[src/rtl/i2cms_pkg.sv]
// ----------------------------------------------------------------------------
// i2cms_pkg
// Shared types and constants for the I2C master bit sequencer.
// ----------------------------------------------------------------------------
package i2cms_pkg;

	// Primitive codes, same encoding as the cmd field
	typedef enum logic [2:0] {
		OP_IDLE  = 3'd0,
		OP_START = 3'd1,
		OP_STOP  = 3'd2,
		OP_SEND  = 3'd3,
		OP_READ  = 3'd4,
		OP_ACK   = 3'd5,
		OP_NACK  = 3'd6,
		OP_WAIT  = 3'd7
	} op_t;

	localparam int unsigned PHASE_W = 5;
	localparam int unsigned DELAY_W = 16;
	localparam int unsigned BYTE_W  = 8;

	localparam logic [DELAY_W-1:0] PHASE_CYCLES_RST = 16'd100;

	// Send byte steps through three phases per bit
	localparam logic [1:0] SLOT_SCL_LOW  = 2'd0;
	localparam logic [1:0] SLOT_DATA     = 2'd1;
	localparam logic [1:0] SLOT_SCL_HIGH = 2'd2;

	// Per-cycle result of the sequencer
	typedef struct packed {
		logic              scl;
		logic              sda;
		logic              busy;
		logic              done;
		logic              ok;
		logic [BYTE_W-1:0] rx;
	} result_t;

	// Index of the last phase of a primitive
	function automatic logic [PHASE_W-1:0] last_phase(input op_t op);
		logic [PHASE_W-1:0] r;
		case (op)
			OP_START: r = 5'd2;
			OP_SEND:  r = 5'd23;
			OP_READ:  r = 5'd15;
			default:  r = 5'd3;
		endcase
		return r;
	endfunction

endpackage

[src/rtl/i2c_master_bit_sequencer.sv]
// ----------------------------------------------------------------------------
// i2c_master_bit_sequencer
// Open-drain I2C master primitive engine: start, stop, send/read byte,
// ack, nack and wait ack, each built from timed bus phases.
// ----------------------------------------------------------------------------
//  channel  signals                                   direction
//  in       in_valid/in_ready, cmd, tx_byte, sda_in    sink
//  out      out_valid/out_ready, scl_out, sda_out,     source
//           busy_res, done_res, ok, rx_byte
//  cfg      cfg_valid/cfg_ready, cfg_data              sink (phase length)
//
//  One transaction per clock in each direction while the output is not stalled;
//  each input transaction is one bus-sequencer cycle and produces exactly one
//  output transaction. It passes the input register, then the state update
//  into the output register.
//  A stalled output holds the result and blocks the input register only when
//  both are full; cfg_ready is always high.
//  Reset: SCL and SDA released, engine idle, phase length 100.
// ----------------------------------------------------------------------------
module i2c_master_bit_sequencer (
	input  logic        clk,
	input  logic        arst_n,
	input  logic        in_valid,
	output logic        in_ready,
	input  logic [2:0]  cmd,
	input  logic [7:0]  tx_byte,
	input  logic        sda_in,
	output logic        out_valid,
	input  logic        out_ready,
	output logic        scl_out,
	output logic        sda_out,
	output logic        busy_res,
	output logic        done_res,
	output logic        ok,
	output logic [7:0]  rx_byte,
	input  logic        cfg_valid,
	output logic        cfg_ready,
	input  logic [15:0] cfg_data
);

	logic                             valid_s1;
	logic [2:0]                       cmd_s1;
	logic [i2cms_pkg::BYTE_W-1:0]     tx_byte_s1;
	logic                             sda_in_s1;
	logic                             out_valid_q;
	i2cms_pkg::result_t               res_next;
	i2cms_pkg::result_t               res_q;
	logic [i2cms_pkg::DELAY_W-1:0]    phase_cycles_q;
	logic                             advance;

	// Process the registered transaction when the output slot frees up
	assign advance  = valid_s1 && (!out_valid_q || out_ready);
	assign in_ready = !valid_s1 || advance;
	assign cfg_ready = 1'b1;

	// Phase length register
	always_ff @(posedge clk or negedge arst_n) begin
		if (!arst_n) begin
			phase_cycles_q <= i2cms_pkg::PHASE_CYCLES_RST;
		end else if (cfg_valid && cfg_ready) begin
			phase_cycles_q <= cfg_data;
		end
	end

	// Input register
	always_ff @(posedge clk or negedge arst_n) begin
		if (!arst_n) begin
			valid_s1 <= 1'b0;
		end else if (in_ready) begin
			valid_s1 <= in_valid;
		end
	end

	always_ff @(posedge clk) begin
		if (in_valid && in_ready) begin
			cmd_s1     <= cmd;
			tx_byte_s1 <= tx_byte;
			sda_in_s1  <= sda_in;
		end
	end

	i2cms_step u_step (
		.clk          (clk),
		.arst_n       (arst_n),
		.en           (advance),
		.cmd          (cmd_s1),
		.tx_byte      (tx_byte_s1),
		.sda_in       (sda_in_s1),
		.phase_cycles (phase_cycles_q),
		.res          (res_next)
	);

	// Output register
	always_ff @(posedge clk or negedge arst_n) begin
		if (!arst_n) begin
			out_valid_q <= 1'b0;
		end else if (advance) begin
			out_valid_q <= 1'b1;
		end else if (out_ready) begin
			out_valid_q <= 1'b0;
		end
	end

	always_ff @(posedge clk) begin
		if (advance) begin
			res_q <= res_next;
		end
	end

	assign out_valid = out_valid_q;
	assign scl_out   = res_q.scl;
	assign sda_out   = res_q.sda;
	assign busy_res  = res_q.busy;
	assign done_res  = res_q.done;
	assign ok        = res_q.ok;
	assign rx_byte   = res_q.rx;

	// A held result is never overwritten
	a_no_overwrite: assert property (@(posedge clk) disable iff (!arst_n)
		out_valid_q && !out_ready |-> !advance)
		else $error("output overwritten while stalled");

	// A processed transaction always shows up at the output next cycle
	a_adv_out: assert property (@(posedge clk) disable iff (!arst_n)
		advance |=> out_valid_q)
		else $error("processed transaction lost");

	// Input register full and output stalled means input is held off
	a_backpressure: assert property (@(posedge clk) disable iff (!arst_n)
		valid_s1 && out_valid_q && !out_ready |-> !in_ready)
		else $error("input accepted with no room");

endmodule

[src/rtl/i2cms_step.sv]
// ----------------------------------------------------------------------------
// i2cms_step
// Sequencer state and its update: accepts a new primitive when idle, or advances
// the active one by one timer step, whenever en is high, and returns the updated pin and status.
// ----------------------------------------------------------------------------
module i2cms_step (
	input  logic                           clk,
	input  logic                           arst_n,
	input  logic                           en,
	input  logic [2:0]                     cmd,
	input  logic [i2cms_pkg::BYTE_W-1:0]   tx_byte,
	input  logic                           sda_in,
	input  logic [i2cms_pkg::DELAY_W-1:0]  phase_cycles,
	output i2cms_pkg::result_t             res
);

	i2cms_pkg::op_t                   op_q,    n_op;
	logic [i2cms_pkg::PHASE_W-1:0]    k_q,     n_k;
	logic [i2cms_pkg::DELAY_W-1:0]    dly_q,   n_dly;
	logic [i2cms_pkg::BYTE_W-1:0]     shift_q, n_shift;
	logic [i2cms_pkg::BYTE_W-1:0]     rx_q,    n_rx;
	logic [1:0]                       slot_q,  n_slot;
	logic                             scl_q,   n_scl;
	logic                             sda_q,   n_sda;
	logic                             ack_q,   n_ack;
	logic                             enter, fail, done, okv;
	logic [i2cms_pkg::DELAY_W-1:0]    dly_dec;

	assign dly_dec = dly_q - 16'd1;

	// Next state: accept, count down, sample, finish or enter next phase
	always_comb begin
		n_op    = op_q;
		n_k     = k_q;
		n_dly   = dly_q;
		n_shift = shift_q;
		n_rx    = rx_q;
		n_slot  = slot_q;
		n_scl   = scl_q;
		n_sda   = sda_q;
		n_ack   = ack_q;
		enter   = 1'b0;
		fail    = 1'b0;
		done    = 1'b0;
		okv     = 1'b0;

		if (op_q == i2cms_pkg::OP_IDLE) begin
			if (cmd != i2cms_pkg::OP_IDLE) begin
				n_op    = i2cms_pkg::op_t'(cmd);
				n_k     = '0;
				n_slot  = i2cms_pkg::SLOT_SCL_LOW;
				n_shift = (i2cms_pkg::op_t'(cmd) == i2cms_pkg::OP_SEND) ? tx_byte : '0;
				n_ack   = 1'b0;
				enter   = 1'b1;
			end
		end else begin
			n_dly = dly_dec;
			if (dly_dec == '0) begin
				// end-of-phase checks and samples
				if (op_q == i2cms_pkg::OP_START) begin
					if (k_q == 5'd0 && !sda_in) fail = 1'b1;
					if (k_q == 5'd1 && sda_in)  fail = 1'b1;
				end else if (op_q == i2cms_pkg::OP_WAIT && k_q == 5'd2) begin
					n_ack = !sda_in;
				end else if (op_q == i2cms_pkg::OP_READ && k_q[0]) begin
					n_shift = {shift_q[i2cms_pkg::BYTE_W-2:0], sda_in};
				end

				if (fail) begin
					done = 1'b1;
					n_op = i2cms_pkg::OP_IDLE;
					n_k  = '0;
				end else if (k_q >= i2cms_pkg::last_phase(op_q)) begin
					done = 1'b1;
					if (op_q == i2cms_pkg::OP_START) okv = 1'b1;
					else if (op_q == i2cms_pkg::OP_WAIT) okv = n_ack;
					if (op_q == i2cms_pkg::OP_SEND || op_q == i2cms_pkg::OP_READ)
						n_scl = 1'b0;
					if (op_q == i2cms_pkg::OP_READ) n_rx = n_shift;
					n_op = i2cms_pkg::OP_IDLE;
					n_k  = '0;
				end else begin
					n_k    = k_q + 5'd1;
					n_slot = (slot_q == i2cms_pkg::SLOT_SCL_HIGH) ?
						i2cms_pkg::SLOT_SCL_LOW : slot_q + 2'd1;
					enter  = 1'b1;
				end
			end
		end

		// Pin action of the phase being entered, and phase timer load
		if (enter) begin
			case (n_op)
				i2cms_pkg::OP_START: begin
					if (n_k == 5'd0) begin
						n_scl = 1'b1;
						n_sda = 1'b1;
					end else begin
						n_sda = 1'b0;
					end
				end
				i2cms_pkg::OP_STOP: begin
					case (n_k)
						5'd0:    n_scl = 1'b0;
						5'd1:    n_sda = 1'b0;
						5'd2:    n_scl = 1'b1;
						default: n_sda = 1'b1;
					endcase
				end
				i2cms_pkg::OP_ACK, i2cms_pkg::OP_NACK, i2cms_pkg::OP_WAIT: begin
					case (n_k)
						5'd0:    n_scl = 1'b0;
						5'd1:    n_sda = (n_op != i2cms_pkg::OP_ACK);
						5'd2:    n_scl = 1'b1;
						default: n_scl = 1'b0;
					endcase
				end
				i2cms_pkg::OP_SEND: begin
					case (n_slot)
						i2cms_pkg::SLOT_SCL_LOW: n_scl = 1'b0;
						i2cms_pkg::SLOT_DATA: begin
							n_sda   = n_shift[i2cms_pkg::BYTE_W-1];
							n_shift = {n_shift[i2cms_pkg::BYTE_W-2:0], 1'b0};
						end
						default: n_scl = 1'b1;
					endcase
				end
				i2cms_pkg::OP_READ: begin
					if (n_k == 5'd0) begin
						n_sda = 1'b1;
						n_scl = 1'b0;
					end else begin
						n_scl = n_k[0];
					end
				end
				default: ;
			endcase
			n_dly = (phase_cycles == '0) ? 16'd1 : phase_cycles;
		end
	end

	// Results after this cycle's update
	always_comb begin
		res.scl  = n_scl;
		res.sda  = n_sda;
		res.busy = (n_op != i2cms_pkg::OP_IDLE);
		res.done = done;
		res.ok   = okv;
		res.rx   = n_rx;
	end

	// State registers, advanced once per processed transaction
	always_ff @(posedge clk or negedge arst_n) begin
		if (!arst_n) begin
			op_q    <= i2cms_pkg::OP_IDLE;
			k_q     <= '0;
			dly_q   <= '0;
			shift_q <= '0;
			rx_q    <= '0;
			slot_q  <= i2cms_pkg::SLOT_SCL_LOW;
			scl_q   <= 1'b1;
			sda_q   <= 1'b1;
			ack_q   <= 1'b0;
		end else if (en) begin
			op_q    <= n_op;
			k_q     <= n_k;
			dly_q   <= n_dly;
			shift_q <= n_shift;
			rx_q    <= n_rx;
			slot_q  <= n_slot;
			scl_q   <= n_scl;
			sda_q   <= n_sda;
			ack_q   <= n_ack;
		end
	end

	// A running primitive always has a live phase timer
	a_dly_live: assert property (@(posedge clk) disable iff (!arst_n)
		op_q != i2cms_pkg::OP_IDLE |-> dly_q != '0)
		else $error("phase timer empty while busy");

	// Finishing leaves the engine idle
	a_done_idle: assert property (@(posedge clk) disable iff (!arst_n)
		en && done |=> op_q == i2cms_pkg::OP_IDLE)
		else $error("engine not idle after done");

	// ok only accompanies done
	a_ok_done: assert property (@(posedge clk) disable iff (!arst_n)
		en && okv |-> done)
		else $error("ok without done");

	// Send byte starts in the SCL-low slot at phase index zero
	a_send_slot: assert property (@(posedge clk) disable iff (!arst_n)
		op_q == i2cms_pkg::OP_SEND && k_q == 5'd0 |-> slot_q == i2cms_pkg::SLOT_SCL_LOW)
		else $error("send slot out of step");

endmodule

[config.mk]
export PLATFORM = sky130hd
export DESIGN_NAME = i2c_master_bit_sequencer
export DESIGN_NICKNAME = d
export VERILOG_FILES = /design/src/rtl/i2cms_pkg.sv /design/src/rtl/i2c_master_bit_sequencer.sv /design/src/rtl/i2cms_step.sv
export SDC_FILE = /design/constraint.sdc
export NUM_CORES = 1
export LEC_CHECK = 0
export BUFFER_PORTS_ARGS = -buffer_cell sky130_fd_sc_hd__buf_2
export CELL_PAD_IN_SITES_DETAIL_PLACEMENT = 1
export CELL_PAD_IN_SITES_GLOBAL_PLACEMENT = 2
export CORE_MARGIN = 1.5
export CORE_UTILIZATION = 30
export CTS_BUF_LIST = sky130_fd_sc_hd__clkbuf_2
export CTS_CLUSTER_SIZE = 28
export DETAILED_ROUTE_END_ITERATION = 8
export PLACE_DENSITY = 0.77
export SLEW_MARGIN = 20
export SYNTH_ARGS = -nofsm -noshare
export SYNTH_HDL_FRONTEND = slang
export SYNTH_HIERARCHICAL = 1
export SYNTH_SLANG_ARGS = --single-unit
export TNS_END_PERCENT = 5
[constraint.sdc]
create_clock -name clk -period 4.7 [get_ports clk]
set_clock_uncertainty 0.1 [all_clocks]
set_input_delay 0.94 -clock clk [delete_from_list [all_inputs] [get_ports clk]]
set_output_delay 0.94 -clock clk [all_outputs]
set_load 0.005 [all_outputs]
==> flow_metrics.env <==
export IMPL_cts_resized_gates=0
export IMPL_synth_main_ff_cell="dfrtp_1"
export IMPL_post_route_cells_drive_above_1_share_pct=22.7
export IMPL_wl_met1_microns=6980
export IMPL_cts_tree="done"
export IMPL_insertion_delay_ps=620
export IMPL_clock_fmax_ghz=0.232
export IMPL_internal_power_uw=1310
export IMPL_first_global_vias=4707
export IMPL_gp_congestion=0.854
export IMPL_crit_arrival_ps=4590
export IMPL_io_pins=49
export IMPL_worst_pin_slew_ps=873
export IMPL_num_vias=4410
export IMPL_synth_nets=580
export IMPL_worst_slew_margin_rel_pct=41.7
export IMPL_critPathCaptureType="flop"
export IMPL_drt_iter0_markers=230
export IMPL_place_detailed_hpwl_microns=11400
export IMPL_die_height_microns=136
export IMPL_yosysUniqueCellTypes=74
export IMPL_stdcell_count=804
export IMPL_wl_met3_microns=445
export IMPL_peakVddDrop_mv=0.197
export IMPL_ff2ff_setup_slack_ps=380
export IMPL_n_fill_cell=2036
export IMPL_finalNetCount=616
export IMPL_area_delta_synth_final_pct=9.93
export IMPL_cts_setup_buffers=0
export IMPL_finalSetupTns_ps=0
export IMPL_core_sq_um=17300
export IMPL_maxCapViolations=0
export IMPL_startpoint="u_step/op_q[1]"
export IMPL_p_leak_uw=0.00231
export IMPL_start_util_pct=30.7
export IMPL_dpl_cell_count=787
export IMPL_rows=48
export IMPL_wl_per_cell_microns=19.1
export IMPL_dr_pass1_iters=4
export IMPL_p_comb_share_pct=34.8
export IMPL_groute_usage_overall_pct=17.4
export IMPL_wl_microns=15400
export IMPL_fin_crit_sh_pct=91.8
export IMPL_required_ps=4970
export IMPL_final_max_slew_viol_count=0
export IMPL_synth_enable_flop_cells=25
export IMPL_antenna_found_initial=1
export IMPL_cp_max_fo=16
export IMPL_grt_max_degree=47
export IMPL_critPathLaunchType="flop"
export IMPL_worstHoldPathType="in -> async"
export IMPL_reg2reg_depth=14
export IMPL_final_cell_mix="58 x dfrtp_1, 49 x o21ai_0, 47 x buf_2"
export IMPL_crit_path_end="scl_out"
export IMPL_numPortBuffers=47
export IMPL_p_per_area_nw_per_um2=391
export IMPL_critPathKind="reg -> reg"
export IMPL_seq_power_share_pct=49.4
export IMPL_ant_nets=0
export IMPL_cts_buffers=9
export IMPL_syn_area_per_cell_sq_um=9.88
export IMPL_reg2reg_to="scl_out"
export IMPL_final_common_cell="dfrtp_1"
export IMPL_root_buffer="clkbuf_2"
export IMPL_syn_area_sq_um=5310
export IMPL_final_hold_violation_count=0
export IMPL_switching_share_pct=42.6
export IMPL_fin_util_pct=33.7
export IMPL_drc=0
export IMPL_hold_buffers=0
export IMPL_route_met2_wl_microns=7520
export IMPL_ys_ff_latch=88
export IMPL_clock_sinks=88
export IMPL_p_switching_uw=972
export IMPL_finalWorstPathRequiredPeriod_ps=4320
export IMPL_seq_area_frac_synth_pct=44.0
export IMPL_status="finished clean"
export IMPL_reg2reg_from="u_step/op_q[1]"
export IMPL_die_w_microns=136
export IMPL_synthCells=537
export IMPL_h_tree_depth=3
export IMPL_async_reset_ff_share_pct=71.6
export IMPL_routed_top_layer="met4"
export IMPL_clockPowerShare_pct=15.8
export IMPL_via_per_inst=5.49
export IMPL_rsz0062_at_grt="false"
export IMPL_clkTransAtPathRegs_ps=270
export IMPL_globalRouteOverflowTotal=0
export IMPL_grt_pass1_wl_microns=25000
export IMPL_yosys_warnings=6
export IMPL_setup_viol=0
export IMPL_dieArea_sq_um=18500
export IMPL_clockBufferDepth=2
routing by layer:
layer,vias to the layer above,GRT usage (%)
met1,2213,22.0
met5,-,0
li1,2088,-
met2,80,29.1
met3,29,3.43
met4,0,7.09
cells by family after synthesis:
family	Yosys count	synth area share (%)
AND/OR/NAND/NOR	184	18.8
XOR/XNOR	3	0.637
adder cells (fa/ha/maj)	10	2.36
buffers and inverters	51	4.79
AO/OA/AOI/OAI	152	18.9
multiplexers	48	10.5
flip-flops	88	44.0
other	1	0.0707
cells in the mapped netlist (3+ instances only):
cell / instances / share of area [%]
and4_1: 3 / 0.50
nor3_1: 17 / 1.6
or3_1: 6 / 0.71
nor4_2: 3 / 0.71
o31ai_1: 5 / 0.71
nand2b_1: 10 / 1.2
nand2_1: 45 / 3.2
or2_2: 3 / 0.35
o21a_1: 4 / 0.57
edfxtp_1: 25 / 14
nor2_1: 37 / 2.6
nand4_1: 6 / 0.71
o21ai_0: 49 / 4.6
a21oi_1: 34 / 3.2
mux2i_1: 17 / 3.2
inv_1: 15 / 1.1
dfrtp_1: 58 / 27
dfstp_2: 5 / 2.5
ha_1: 10 / 2.4
a31oi_1: 3 / 0.35
a22o_1: 8 / 1.3
buf_4: 6 / 0.85
mux2_2: 21 / 4.5
o41ai_1: 4 / 0.66
a32oi_1: 4 / 0.66
nor4_1: 13 / 1.5
o22ai_1: 5 / 0.59
and2_1: 6 / 0.71
clkbuf_1: 25 / 1.8
a22oi_1: 4 / 0.57
nand4b_1: 3 / 0.50
o41a_1: 3 / 0.64
or4_1: 3 / 0.42
buf_6: 3 / 0.64
nor2b_1: 5 / 0.59
mux2_4: 10 / 2.8
nand3_1: 12 / 1.1
worst min-delay path by stage:
stage	start	to	depth (start not counted)
after floorplan	u_step/ack_q	u_step/ack_q	2
after global placement	u_step/ack_q	u_step/ack_q	2
after detailed placement	u_step/ack_q	u_step/ack_q	2
after CTS	arst_n	u_step/rx_q[5]	1
after global routing	arst_n	u_step/rx_q[4]	1
final	arst_n	u_step/rx_q[4]	1
flip-flops by register name, indices dropped and copies added, names as in the netlist, 2 cells and up:
| register | flops |
|---|---|
| tx_byte_s1 | 8 |
| u_step/slot_q | 2 |
| u_step/rx_q | 8 |
| u_step/op_q | 3 |
| phase_cycles_q | 16 |
| u_step/dly_q | 16 |
| cmd_s1 | 3 |
| u_step/shift_q | 8 |
| rx_byte | 8 |
| u_step/k_q | 5 |
critical path: stages, from the launching register on:
cell and delay (ps):
dfrtp_1 690, nand2_1 140, or2_2 320, and2_1 160, ha_1 280, nand4_1 90, o22ai_1 290, or3_1 310
nor2_1 70, o41a_1 350, o41ai_1 490, and2_1 250, a31oi_1 120, o31ai_2 270, o21ai_0 150
power groups by stage:
stage / Combinational [uW] / Clock (uW) / Sequential [uW]
final: 793 / 361 / 1130
after detailed placement: 789 / 0 / 1140
after global routing: 882 / 406 / 1150
after floorplan: 631 / 0 / 1040
after CTS: 795 / 377 / 1120
after global placement: 766 / 0 / 1130
final cells by class:
cell class              count  area (sq um)  area share [%]
diodes                      1          2.50          0.0429
clock buffers              10          50.0           0.858
clock inverters             6          45.0           0.772
inverters                  15          56.3           0.965
multi-input cells         398          2720            46.7
flip-flops and latches     88          2330            40.0
well taps                 225           282            4.83
repair buffers             61           340            5.83
through the flow:
| step | instance area, sq um | setup slack, ps | hold WS, ps | total power, uW |
|---|---|---|---|---|
| 3_5_place_dp | 5740 | 472 | 372 | 1930 |
| 6_report | 5830 | 384 | 94.1 | 2280 |
| 5_1_grt | 5830 | 101 | 59.3 | 2440 |
| 3_3_place_gp | 5740 | 530 | 364 | 1890 |
| 2_1_floorplan | 5310 | 577 | 342 | 1680 |
| 4_1_cts | 5830 | 461 | 66.7 | 2300 |
Power figures use the tool's default switching activity.
